## config.mk

```make
export PLATFORM = sky130hd
export DESIGN_NAME = ordered_value_list_store
export DESIGN_NICKNAME = d
export VERILOG_FILES = /design/src/olvs_pkg.sv /design/src/olvs_cell.sv /design/src/olvs_ctrl.sv /design/src/ordered_value_list_store.sv
export SDC_FILE = /design/constraint.sdc
export NUM_CORES = 1
export LEC_CHECK = 0
export ABC_AREA = 0
export BUFFER_PORTS_ARGS = -buffer_cell sky130_fd_sc_hd__buf_2
export CAP_MARGIN = 15
export CORE_UTILIZATION = 65
export CTS_BUF_LIST = sky130_fd_sc_hd__clkbuf_2 sky130_fd_sc_hd__clkbuf_4 sky130_fd_sc_hd__clkbuf_8
export DETAILED_ROUTE_END_ITERATION = 12
export MAX_ROUTING_LAYER = met4
export PLACE_DENSITY = 0.91
export SYNTH_ARGS = -nofsm -noshare
export SYNTH_HDL_FRONTEND = slang
export SYNTH_SLANG_ARGS = --single-unit
```

## constraint.sdc

```tcl
create_clock -name clk -period 11 [get_ports clk]
set_clock_uncertainty 0.2 [all_clocks]
set_input_delay 1.65 -clock clk [delete_from_list [all_inputs] [get_ports clk]]
set_output_delay 1.65 -clock clk [all_outputs]
set_load 0.02 [all_outputs]
```

## src/olvs_pkg.sv

```systemverilog
package olvs_pkg;

    localparam int DEF_CAPACITY   = 16;
    localparam int DEF_VALUE_BITS = 32;

    localparam int KIND_W   = 2;
    localparam int DATA_W   = 32;
    localparam int RUN_W    = 7;
    localparam int STATUS_W = 2;
    localparam int COUNT_W  = 5;

    typedef enum logic [KIND_W-1:0] {
        KIND_APPEND    = 2'd0,
        KIND_REMOVE    = 2'd1,
        KIND_READ_FROM = 2'd2,
        KIND_READ_ALL  = 2'd3
    } kind_t;

    typedef enum logic [STATUS_W-1:0] {
        STAT_OK        = 2'd0,
        STAT_FULL      = 2'd1,
        STAT_EMPTY     = 2'd2,
        STAT_NOT_FOUND = 2'd3
    } status_t;

    typedef enum logic [2:0] {
        ST_IDLE,
        ST_REMOVE,
        ST_SEARCH,
        ST_EMIT,
        ST_RESTORE
    } state_t;

    // Command shared by every cell of the chain.
    typedef struct packed {
        logic shift;   // every cell takes its right neighbor; the last cell keeps its own
        logic wr_en;   // the cell at wr_pos takes wr_data instead
    } cell_cmd_t;

endpackage

```

## src/olvs_cell.sv

```systemverilog
module olvs_cell #(
    parameter int VALUE_BITS = olvs_pkg::DEF_VALUE_BITS,
    parameter int POS_BITS   = 4,
    parameter int INDEX      = 0
) (
    input  logic                  clk,
    input  olvs_pkg::cell_cmd_t   cmd,
    input  logic [POS_BITS-1:0]   wr_pos,
    input  logic [VALUE_BITS-1:0] wr_data,
    input  logic [VALUE_BITS-1:0] nbr,
    output logic [VALUE_BITS-1:0] val
);
    import olvs_pkg::*;

    logic                  here;
    logic [VALUE_BITS-1:0] val_reg;
    logic [VALUE_BITS-1:0] val_next;

    assign here = cmd.wr_en && (wr_pos == POS_BITS'(INDEX));

    always_comb
    begin
        val_next = val_reg;
        if (here)
        begin
            val_next = wr_data;
        end
        else if (cmd.shift)
        begin
            val_next = nbr;
        end
    end

    always_ff @(posedge clk)
    begin
        val_reg <= val_next;
    end

    assign val = val_reg;

endmodule

```

## src/olvs_ctrl.sv

```systemverilog
module olvs_ctrl #(
    parameter int CAPACITY   = olvs_pkg::DEF_CAPACITY,
    parameter int VALUE_BITS = olvs_pkg::DEF_VALUE_BITS,
    parameter int POS_BITS   = $clog2(CAPACITY)
) (
    input  logic                           clk,
    input  logic                           rst_n,
    input  logic                           in_valid,
    output logic                           in_ready,
    input  logic [olvs_pkg::KIND_W-1:0]    kind,
    input  logic [olvs_pkg::DATA_W-1:0]    value,
    input  logic [olvs_pkg::RUN_W-1:0]     run_length,
    output logic                           out_valid,
    input  logic                           out_ready,
    output logic [olvs_pkg::DATA_W-1:0]    entry,
    output logic                           has_entry,
    output logic                           last,
    output logic [olvs_pkg::STATUS_W-1:0]  status,
    output logic [olvs_pkg::COUNT_W-1:0]   count,
    input  logic [VALUE_BITS-1:0]          head,
    output olvs_pkg::cell_cmd_t            cmd,
    output logic [POS_BITS-1:0]            wr_pos,
    output logic [VALUE_BITS-1:0]          wr_data
);
    import olvs_pkg::*;

    localparam int FW = $clog2(CAPACITY + 1);
    localparam int RW = (FW > RUN_W) ? FW : RUN_W;

    state_t                 state_reg, state_next;
    logic [FW-1:0]          fill_reg, fill_next;
    logic [VALUE_BITS-1:0]  key_reg, key_next;
    logic [RUN_W-1:0]       run_reg, run_next;
    logic [FW-1:0]          step_reg, step_next;
    logic [FW-1:0]          len_reg, len_next;
    logic [POS_BITS-1:0]    rot_reg, rot_next;
    logic [FW-1:0]          left_reg, left_next;

    logic                   out_valid_reg;
    logic [DATA_W-1:0]      entry_reg, entry_next;
    logic                   has_reg, has_next;
    logic                   last_reg, last_next;
    status_t                status_reg, status_next;
    logic [COUNT_W-1:0]     count_reg, count_next;
    logic                   ld;

    logic                   slot_free;
    logic                   accept;
    logic                   match;
    logic                   last_step;
    logic                   run_short;
    logic [FW-1:0]          fill_m1;
    logic [FW-1:0]          len_after;
    logic [POS_BITS-1:0]    rot_inc;
    kind_t                  kind_in;

    assign slot_free = !out_valid_reg || out_ready;
    assign kind_in   = kind_t'(kind);
    assign accept    = in_valid && in_ready;
    assign match     = (head == key_reg);
    assign fill_m1   = fill_reg - FW'(1);
    assign last_step = (step_reg == fill_m1);
    assign run_short = (RW'(run_reg) < RW'(fill_reg));
    assign len_after = match ? (len_reg - FW'(1)) : len_reg;
    assign rot_inc   = (FW'(rot_reg) == fill_m1) ? '0 : (rot_reg + POS_BITS'(1));

    always_comb
    begin
        state_next = state_reg;
        unique case (state_reg)
            ST_IDLE:
            begin
                if (accept && fill_reg != '0)
                begin
                    unique case (kind_in)
                        KIND_REMOVE:    state_next = ST_REMOVE;
                        KIND_READ_FROM: state_next = ST_SEARCH;
                        KIND_READ_ALL:  state_next = ST_EMIT;
                        default:        state_next = ST_IDLE;
                    endcase
                end
            end
            ST_REMOVE:
            begin
                if (last_step && slot_free)
                begin
                    state_next = ST_IDLE;
                end
            end
            ST_SEARCH:
            begin
                if (match)
                begin
                    if (run_reg != '0)
                    begin
                        state_next = ST_EMIT;
                    end
                    else if (slot_free)
                    begin
                        state_next = ST_RESTORE;
                    end
                end
                else if (last_step && slot_free)
                begin
                    state_next = ST_RESTORE;
                end
            end
            ST_EMIT:
            begin
                if (slot_free && left_reg == FW'(1))
                begin
                    state_next = ST_RESTORE;
                end
            end
            ST_RESTORE:
            begin
                if (rot_reg == '0)
                begin
                    state_next = ST_IDLE;
                end
            end
            default: state_next = ST_IDLE;
        endcase
    end

    always_comb
    begin
        in_ready    = 1'b0;
        cmd         = '0;
        wr_pos      = POS_BITS'(fill_m1);
        wr_data     = head;
        ld          = 1'b0;
        entry_next  = '0;
        has_next    = 1'b0;
        last_next   = 1'b1;
        status_next = STAT_OK;
        count_next  = COUNT_W'(fill_reg);
        fill_next   = fill_reg;
        key_next    = key_reg;
        run_next    = run_reg;
        step_next   = step_reg;
        len_next    = len_reg;
        rot_next    = rot_reg;
        left_next   = left_reg;

        unique case (state_reg)
            ST_IDLE:
            begin
                in_ready = slot_free;
                if (accept)
                begin
                    key_next  = VALUE_BITS'(value);
                    run_next  = run_length;
                    step_next = '0;
                    len_next  = fill_reg;
                    rot_next  = '0;
                    left_next = fill_reg;
                    if (kind_in == KIND_APPEND)
                    begin
                        ld = 1'b1;
                        if (fill_reg == FW'(CAPACITY))
                        begin
                            status_next = STAT_FULL;
                        end
                        else
                        begin
                            cmd.wr_en  = 1'b1;
                            wr_pos     = POS_BITS'(fill_reg);
                            wr_data    = VALUE_BITS'(value);
                            fill_next  = fill_reg + FW'(1);
                            count_next = COUNT_W'(fill_reg + FW'(1));
                        end
                    end
                    else if (fill_reg == '0)
                    begin
                        ld          = 1'b1;
                        status_next = STAT_EMPTY;
                    end
                end
            end
            ST_REMOVE:
            begin
                // Pop the head; a kept value goes back in at the tail of the
                // shrinking window, a matching one is simply dropped.
                if (!last_step || slot_free)
                begin
                    cmd.shift = 1'b1;
                    cmd.wr_en = !match;
                    wr_pos    = POS_BITS'(len_reg - FW'(1));
                    len_next  = len_after;
                    step_next = step_reg + FW'(1);
                    if (last_step)
                    begin
                        ld         = 1'b1;
                        count_next = COUNT_W'(len_after);
                        fill_next  = len_after;
                        if (len_after == fill_reg)
                        begin
                            status_next = STAT_NOT_FOUND;
                        end
                    end
                end
            end
            ST_SEARCH:
            begin
                if (match)
                begin
                    left_next = run_short ? FW'(run_reg) : fill_reg;
                    if (run_reg == '0 && slot_free)
                    begin
                        ld = 1'b1;
                    end
                end
                else if (!last_step || slot_free)
                begin
                    cmd.shift = 1'b1;
                    cmd.wr_en = 1'b1;
                    rot_next  = rot_inc;
                    step_next = step_reg + FW'(1);
                    if (last_step)
                    begin
                        ld          = 1'b1;
                        status_next = STAT_NOT_FOUND;
                    end
                end
            end
            ST_EMIT:
            begin
                if (slot_free)
                begin
                    ld         = 1'b1;
                    entry_next = DATA_W'(head);
                    has_next   = 1'b1;
                    last_next  = (left_reg == FW'(1));
                    cmd.shift  = 1'b1;
                    cmd.wr_en  = 1'b1;
                    rot_next   = rot_inc;
                    left_next  = left_reg - FW'(1);
                end
            end
            ST_RESTORE:
            begin
                // Keep turning the ring until the head is back at cell zero.
                if (rot_reg != '0)
                begin
                    cmd.shift = 1'b1;
                    cmd.wr_en = 1'b1;
                    rot_next  = rot_inc;
                end
            end
            default:
            begin
                in_ready = 1'b0;
            end
        endcase
    end

    always_ff @(posedge clk or negedge rst_n)
    begin
        if (!rst_n)
        begin
            state_reg     <= ST_IDLE;
            fill_reg      <= '0;
            out_valid_reg <= 1'b0;
        end
        else
        begin
            state_reg <= state_next;
            fill_reg  <= fill_next;
            if (ld)
            begin
                out_valid_reg <= 1'b1;
            end
            else if (out_ready)
            begin
                out_valid_reg <= 1'b0;
            end
        end
    end

    always_ff @(posedge clk)
    begin
        key_reg  <= key_next;
        run_reg  <= run_next;
        step_reg <= step_next;
        len_reg  <= len_next;
        rot_reg  <= rot_next;
        left_reg <= left_next;
        if (ld)
        begin
            entry_reg  <= entry_next;
            has_reg    <= has_next;
            last_reg   <= last_next;
            status_reg <= status_next;
            count_reg  <= count_next;
        end
    end

    assign out_valid = out_valid_reg;
    assign entry     = entry_reg;
    assign has_entry = has_reg;
    assign last      = last_reg;
    assign status    = status_reg;
    assign count     = count_reg;

    a_fill_bound: assert property (@(posedge clk) disable iff (!rst_n)
        fill_reg <= FW'(CAPACITY))
        else $error("entry count beyond capacity");

    a_fill_change: assert property (@(posedge clk) disable iff (!rst_n)
        (fill_next != fill_reg) |-> (state_reg == ST_IDLE || state_reg == ST_REMOVE))
        else $error("entry count changed during a read");

    a_emit_left: assert property (@(posedge clk) disable iff (!rst_n)
        (state_reg == ST_EMIT) |-> (left_reg != '0))
        else $error("read-out with nothing left to send");

    a_rot_range: assert property (@(posedge clk) disable iff (!rst_n)
        (state_reg == ST_RESTORE) |-> (FW'(rot_reg) < fill_reg))
        else $error("ring offset outside the list");

    a_load_free: assert property (@(posedge clk) disable iff (!rst_n)
        ld |-> slot_free)
        else $error("result overwrote a beat not yet taken");

endmodule

```

## src/ordered_value_list_store.sv

```systemverilog
// Append writes the value at the tail; remove walks the list once, one entry per cycle,
// the last entry waiting for a free output slot. A read turns the ring of cells one place
// per entry skipped or sent, then keeps turning until the head is back in cell zero.
// One operation is in flight at a time; the output register lets the last beat wait.
// Reset (rst_n low, asynchronous) empties the list, returns the controller to idle and
// clears out_valid; the entry cells themselves are not cleared.
module ordered_value_list_store #(
    parameter int CAPACITY   = olvs_pkg::DEF_CAPACITY,
    parameter int VALUE_BITS = olvs_pkg::DEF_VALUE_BITS
) (
    input  logic                           clk,
    input  logic                           rst_n,
    input  logic                           in_valid,
    output logic                           in_ready,
    input  logic [olvs_pkg::KIND_W-1:0]    kind,
    input  logic [olvs_pkg::DATA_W-1:0]    value,
    input  logic [olvs_pkg::RUN_W-1:0]     run_length,
    output logic                           out_valid,
    input  logic                           out_ready,
    output logic [olvs_pkg::DATA_W-1:0]    entry,
    output logic                           has_entry,
    output logic                           last,
    output logic [olvs_pkg::STATUS_W-1:0]  status,
    output logic [olvs_pkg::COUNT_W-1:0]   count
);
    import olvs_pkg::*;

    localparam int PW = $clog2(CAPACITY);

    logic [VALUE_BITS-1:0] cell_val [CAPACITY];
    cell_cmd_t             cmd;
    logic [PW-1:0]         wr_pos;
    logic [VALUE_BITS-1:0] wr_data;

    olvs_ctrl #(
        .CAPACITY   (CAPACITY),
        .VALUE_BITS (VALUE_BITS),
        .POS_BITS   (PW)
    ) u_ctrl (
        .clk        (clk),
        .rst_n      (rst_n),
        .in_valid   (in_valid),
        .in_ready   (in_ready),
        .kind       (kind),
        .value      (value),
        .run_length (run_length),
        .out_valid  (out_valid),
        .out_ready  (out_ready),
        .entry      (entry),
        .has_entry  (has_entry),
        .last       (last),
        .status     (status),
        .count      (count),
        .head       (cell_val[0]),
        .cmd        (cmd),
        .wr_pos     (wr_pos),
        .wr_data    (wr_data)
    );

    for (genvar i = 0; i < CAPACITY; i++)
    begin : g_cell
        olvs_cell #(
            .VALUE_BITS (VALUE_BITS),
            .POS_BITS   (PW),
            .INDEX      (i)
        ) u_cell (
            .clk     (clk),
            .cmd     (cmd),
            .wr_pos  (wr_pos),
            .wr_data (wr_data),
            .nbr     (cell_val[(i + 1 < CAPACITY) ? i + 1 : i]),
            .val     (cell_val[i])
        );
    end

endmodule
```

======== Word-level counts from Yosys, hierarchy flattened ========
Index checks and enable logic that the tools add are counted.
cells by class
  add/sub/neg operators ................... 6
  multipliers ............................. 0
  divide/modulo/power cells ............... 0
  magnitude comparators ................... 1
  equal/unequal tests ..................... 41
  shift-type cells ........................ 0
  mux-type cells .......................... 107
  bitwise gates (word level) .............. 0
  reduce and logical (&&, ||, !) cells .... 62
operator list
  kind                                                   number
  two-way mux 32 bit                                     34
  two-way mux 5 bit                                      14
  two-way mux 4 bit                                      10
  nonzero test 2 bit                                     17
  == test 32 bit                                         1
  == test 4 bit, second input constant                   8
  case mux 5 bit (3 select lines)                        2
  two-way mux 2 bit                                      14
  two-way mux 3 bit                                      8
  logical AND 1 bit                                      21
  inequality test 2 x 1 -> 1 bit, second input constant  10
  case mux 5 bit (2 select lines)                        2
  == test 4 x 3 -> 1 bit, second input constant          4
  case mux 4 bit (4 select lines)                        1
  two-way mux 1 bit                                      15
  case mux 3 bit (5 select lines)                        1
  subtractor 5 x 1 -> 5 bit, second input constant       3
  case mux 2 bit (3 select lines)                        2
  AND reduction 6 bit                                    2
  adder 5 x 1 -> 5 bit, second input constant            2
  == test 5 bit                                          2
  == test 4 x 2 -> 1 bit, second input constant          2
  logical NOT 4 bit                                      2
  case mux 1 bit (4 select lines)                        2
  other kinds (29)                                       38
word-level totals
  bits in registers ....................... 620
  bits in latches ......................... 0
  RAM bits ................................ 0
  memory bits (read-only) ................. 0
  bits of input ports ..................... 45
  logic and storage cells ................. 247
  memories ................................ 0

======== Longest topological paths before layout ========
  depth after elaboration ................. 9
  depth in mapped cells ................... 15
  depth with buffers taken out ............ 10

======== Cells and area by module ========
From an unflattened synthesis, not the netlist that was laid out.
second synthesis, totals
  cells, all modules ...................... 1691
  area, all modules ....................... 29841.1 µm²
modules (own cells, without submodules)
  module                              instances  cells an instance  area each (µm²)  seq. area each (µm²)
  olvs_cell at g_cell[10].u_cell ...  5          70                 1493.9           960.9
  olvs_cell at g_cell[11].u_cell ...  4          70                 1505.2           960.9
  olvs_cell at g_cell[1].u_cell ...   4          70                 1491.4           960.9
  olvs_ctrl                           1          571                5900.7           3198.1
  olvs_cell at g_cell[12].u_cell ...  2          70                 1497.7           960.9
  olvs_cell at g_cell[0].u_cell       1          70                 1488.9           960.9

======== Worst setup path before layout ========
OpenSTA, ideal clock, no wires.
  path kind ............................... input to register
  start point ............................. in in_valid
  end point ............................... reg g_cell[15].u_cell.val_reg[0], enable pin
  arrival ................................. 8.095 ns
  required time ........................... 10.332 ns
  slack ................................... 2.237 ns
  stages on the path ...................... 7
  cells stage by stage .................... inv_1 -> nor3_1 -> nand2_1 -> o311a_1 -> clkbuf_1 -> or3_1 -> nor3b_1
on the way
  longest elaborated chain between the ends .. 5
RTL lines
  element                          RTL line                        source
  start: declaration               ordered_value_list_store.sv:13  input logic in_valid,
  logical AND 1 bit *              olvs_ctrl.sv:59                 assign accept = in_valid && in_ready;
  two-way mux 4 bit                olvs_ctrl.sv:150                if (accept)
  case mux 4 bit (2 select lines)  olvs_ctrl.sv:146                unique case (state_reg)
  == test 4 bit                    olvs_cell.sv:19                 assign here = cmd.wr_en && (wr_pos == POS_BITS'(INDEX));
  logical AND 1 bit *              olvs_cell.sv:19
  via g_cell[15].u_cell.here       olvs_cell.sv:15                 logic here;
  end signal: assignment           olvs_cell.sv:36                 val_reg <= val_next;
  end: declaration                 olvs_cell.sv:16                 logic [VALUE_BITS-1:0] val_reg;
The timed path passes the listed nets; every way through them passes the cells marked *.
A chain may end at the register's enable or synchronous reset.

======== Worst setup path after layout ========
  start point ............................. in kind[1] in the netlist's numbering
  end point ............................... reg g_cell[4].u_cell.val_reg[2], enable pin
on the way
  longest elaborated chain between the ends .. 7
RTL lines
  element                          RTL line                        source
  start: declaration               ordered_value_list_store.sv:15  input logic [olvs_pkg::KIND_W-1:0] kind,
  logical NOT 2 bit *              olvs_ctrl.sv:158                if (kind_in == KIND_APPEND)
  two-way mux 4 bit                olvs_ctrl.sv:158
  two-way mux 4 bit                olvs_ctrl.sv:150
  case mux 4 bit (2 select lines)  olvs_ctrl.sv:146
  == test 4 x 3 -> 1 bit           olvs_cell.sv:19
  logical AND 1 bit *              olvs_cell.sv:19
  nonzero test 2 bit (no line) *   -
  end signal: assignment           olvs_cell.sv:36
  end: declaration                 olvs_cell.sv:16
Every way passes the cells marked *; elsewhere a longest branch is shown, timed or not.

==> metrics.log <==
[metrics] run status: finished, final reports clean
[metrics] proportion of synthesized area in mux cells: 21.7%
[metrics] Setup violations, final: 0
[metrics] Final Core Density: 72.6%
[metrics] # port buffers: 87
[metrics] adder-cell share of the synthesized area: 0.541%
[metrics] slew at the pin with the worst max-slew slack: 1120 ps
[metrics] total overflow reported by the global router: 0
[metrics] area of the core region: 0.0420 mm^2
[metrics] Post-synth top flop: sky130_fd_sc_hd__edfxtp_1
[metrics] R2R Path Start: u_ctrl.state_reg[0]
[metrics] leak pwr: 10.9 nW
[metrics] flip-flop count of the largest register, all copies and words added: 512
[metrics] standard cell with the maximum stage delay on the critical path: sky130_fd_sc_hd__nor2b_4
[metrics] H-tree levels: 3
[metrics] total CTS buffers: 98
[metrics] drt first pass iters: 5
[metrics] netlist area before placement: 0.0278 mm^2
[metrics] fraction of registers with async set or reset after synthesis: 1.45%
[metrics] count of buffers added by post-CTS timing repair for setup: 0
[metrics] number of DRC violations after detailed-routing iteration 0: 1106
[metrics] Initial Utilization: 66.1%
[metrics] die height: 209 um
[metrics] Power per Cell Area: 346 mW/mm^2
[metrics] maximum number of pins on one net before global-route repair: 46
[metrics] cell seen most often among critical-path stages: sky130_fd_sc_hd__buf_4
[metrics] maximum count of clock buffers along a single path: 3
[metrics] number of pins with negative max-slew slack in the final report: 0
[metrics] startpoint types: input pin
[metrics] number of top-level pins: 88
[metrics] fraction of the yosys area taken by sequential cells: 66.9%
[metrics] maximum vdd drop: 0.216 mV
[metrics] cell type contributing the most total cell area after synthesis: sky130_fd_sc_hd__edfxtp_1
[metrics] crit path to: g_cell[4].u_cell.val[2]
[metrics] number of logic stages on the critical path including buffering: 11
[metrics] Root Buffer Master: sky130_fd_sc_hd__clkbuf_8
[metrics] drc violations: 0
[metrics] CP arrival: 6480 ps
[metrics] minimum setup slack after placement: 4080 ps
[metrics] total wire length after detailed routing: 53500 um
[metrics] unique cell type count in the Yosys netlist: 64
[metrics] routability cong.: 0.958
[metrics] flip-flop and latch count after synthesis: 620
[metrics] number of global-route vias before repair: 15200
[metrics] main combinational cell family by area after synthesis: multiplexers
[metrics] setup TNS: 0 ps
[metrics] share of post-route cells with drive strength above 1: 39.6%
[metrics] cell count of the worst reg-to-reg path: 10
[metrics] Resized Gates After CTS: 0
[metrics] max-cap check violation count: 0
[metrics] total number of vias: 14400
[metrics] synthesized net count: 1705
[metrics] class of the most critical hold timing path: reg -> reg
[metrics] fraction of the mapped netlist area in simple logic gates: 4.26%
[metrics] number of endpoints with negative hold slack in the final report: 0
[metrics] per-cell routed wire length: 22.6 um
[metrics] endpoint of the lowest-slack register-to-register path: g_cell[4].u_cell.val[2]
[metrics] Min-Delay Startpoint: g_cell[11].u_cell.val[16]
[metrics] total track usage: 25.9%
[metrics] unrepaired setup endpoints after global routing: no
[metrics] Post-synth EDFFs: 611
[metrics] most frequent cells after synthesis: sky130_fd_sc_hd__edfxtp_1, sky130_fd_sc_hd__mux2_2, sky130_fd_sc_hd__mux2_1
[metrics] fraction of post-synthesis cell area in the top cell type by area: 66.1%
[metrics] synthesis warning total: 0
[metrics] Required @ worst endpoint: 11160 ps
[metrics] Tmin final: 6320 ps
[metrics] slack of the critical path: 4680 ps
[metrics] chip width: 209 um
[metrics] most area-consuming cells after synthesis: sky130_fd_sc_hd__edfxtp_1, sky130_fd_sc_hd__mux2_2, sky130_fd_sc_hd__mux2_1, sky130_fd_sc_hd__mux2_4, sky130_fd_sc_hd__xnor2_1
[metrics] latest clock arrival within the worst-skew pair: 680 ps
[metrics] count of nets after finishing: 1813
[metrics] routed vias/inst: 6.09
[metrics] # fillers: 2441
[metrics] xor and xnor fraction of the mapped netlist area: 2.16%
[metrics] library cell with the highest instance count after synthesis: sky130_fd_sc_hd__edfxtp_1
[metrics] final clock period utilization by the worst path: 57.5%
[metrics] Syn Inst Count: 1648
[metrics] compound-gate portion of the synthesized area: 2.10%
[metrics] clock tree from TritonCTS: yes
[metrics] placed wire-length estimate: 35200 um
[metrics] highest achievable clock rate: 158 MHz
[metrics] average footprint of a synthesized cell: 16.9 um^2
[metrics] worst max-slew margin expressed relative to the limit: 25.1%
[metrics] ordered cell list for the critical path: buf_2 -> or2_2 -> nor4_1 -> nor2b_4 -> o211ai_1 -> o21ai_1 -> nor4bb_1 -> and3_1 -> buf_4 -> nand2b_1 -> buf_4
[metrics] number of hold buffers added after cts: 0
[metrics] type of the setup path with the least slack: in -> reg
[metrics] stage delay of the slowest cell on the critical path: 960 ps
[metrics] launch point of the critical path: kind[1]
[metrics] Die Outline Area: 0.0436 mm^2
[metrics] depth of the worst hold-timing path: 1
[metrics] signed area change from the synthesized netlist to the final layout: 9.87%
[metrics] Top Family by Delay on Critical Path: simple AND/OR/NAND/NOR gates
[metrics] number of antenna violations at the first check in global routing: 1
[metrics] first-pass GRT wire length: 84200 um
[metrics] antenna viol nets, final: 0
[metrics] reg-to-reg slack, setup: 4830 ps
[metrics] category of the worst setup path capture point: flop
[metrics] Site Rows: 75
[metrics] sinks on the clock net: 620
[metrics] clock-pin transition on the worst setup and hold timing paths: 60 ps
[metrics] number of buffers and inverters on the critical path: 3
[metrics] maximum fanout along the worst path: 36
worst register-to-register path, cell delays in order, from the launching register on:
cell and delay [ps]:
sky130_fd_sc_hd__dfrtp_1 770, sky130_fd_sc_hd__or3_1 590, sky130_fd_sc_hd__nor4_1 540, sky130_fd_sc_hd__nor2b_4 960
sky130_fd_sc_hd__o211ai_1 180, sky130_fd_sc_hd__o21ai_1 210, sky130_fd_sc_hd__nor4bb_1 750, sky130_fd_sc_hd__and3_1 280
sky130_fd_sc_hd__buf_4 390, sky130_fd_sc_hd__nand2b_1 610, sky130_fd_sc_hd__buf_4 360
how the worst min path moves through the flow:
stage / end / slack, ps
2_1_floorplan: g_cell[4].u_cell.val[15] / 300
3_3_place_gp: g_cell[8].u_cell.val[7] / 300
3_5_place_dp: g_cell[10].u_cell.val[20] / 310
4_1_cts: g_cell[10].u_cell.val[16] / 320
5_1_grt: g_cell[11].u_cell.val[26] / 330
6_report: g_cell[10].u_cell.val[16] / 330
metrics by stage:
stage | area (um^2) | hold slack (ps) | std cells | total power [mW]
finish | 30500 | 326 | 2371 | 10.5
detailed placement | 28600 | 310 | 2195 | 8.63
global placement | 28600 | 304 | 2195 | 8.33
CTS | 30500 | 322 | 2370 | 10.6
floorplan | 27800 | 301 | 1648 | 7.60
global route | 30500 | 330 | 2371 | 11.1
report_power, final:
part / switching, mW / internal (mW)
sequential: 0.420 / 4.53
clock: 0.892 / 1.01
combinational: 2.21 / 1.48
cells in the final DEF, fill, tap and decap left out, types with 15 or more instances in the layout:
cell type,instances
sky130_fd_sc_hd__and3_1,35
sky130_fd_sc_hd__inv_1,17
sky130_fd_sc_hd__mux2_4,58
sky130_fd_sc_hd__clkinv_2,15
sky130_fd_sc_hd__nor2_1,38
sky130_fd_sc_hd__xnor2_1,53
sky130_fd_sc_hd__clkbuf_4,21
sky130_fd_sc_hd__buf_4,36
sky130_fd_sc_hd__edfxtp_1,611
sky130_fd_sc_hd__mux2_2,377
sky130_fd_sc_hd__a21oi_1,18
sky130_fd_sc_hd__nand2b_1,18
sky130_fd_sc_hd__clkinv_1,29
sky130_fd_sc_hd__clkbuf_8,103
sky130_fd_sc_hd__nand2_1,39
sky130_fd_sc_hd__buf_2,87
sky130_fd_sc_hd__o21ai_0,20
sky130_fd_sc_hd__mux2_1,78
layout make-up:
class                   count  area (um^2)  area share [%]
multi-input cells         895         8590            28.1
clock inverters            51          333            1.09
flip-flops and latches    620        18600            60.9
clock buffers             124         1580            5.16
inverters                  18         67.6           0.221
diodes                      1         2.50         0.00820
repair buffers            123          706            2.31
well taps                 539          674            2.21
routing by layer:
layer	share of wire [%]	global-route usage (%)
met1	41	31.8
met2	50	42.4
met3	4.9	4.97
met4	3.4	10.5
met5	0	-
cells by family after synthesis:
family / after synthesis
xor gates and xnor gates: 67
buffers and inverters: 133
and+or+nand+nor: 215
muxes: 515
adders and majority gates: 12
AOI/OAI and AO/OA: 86
DFF: 620
No activity file was read; power rests on OpenSTA's default activity.
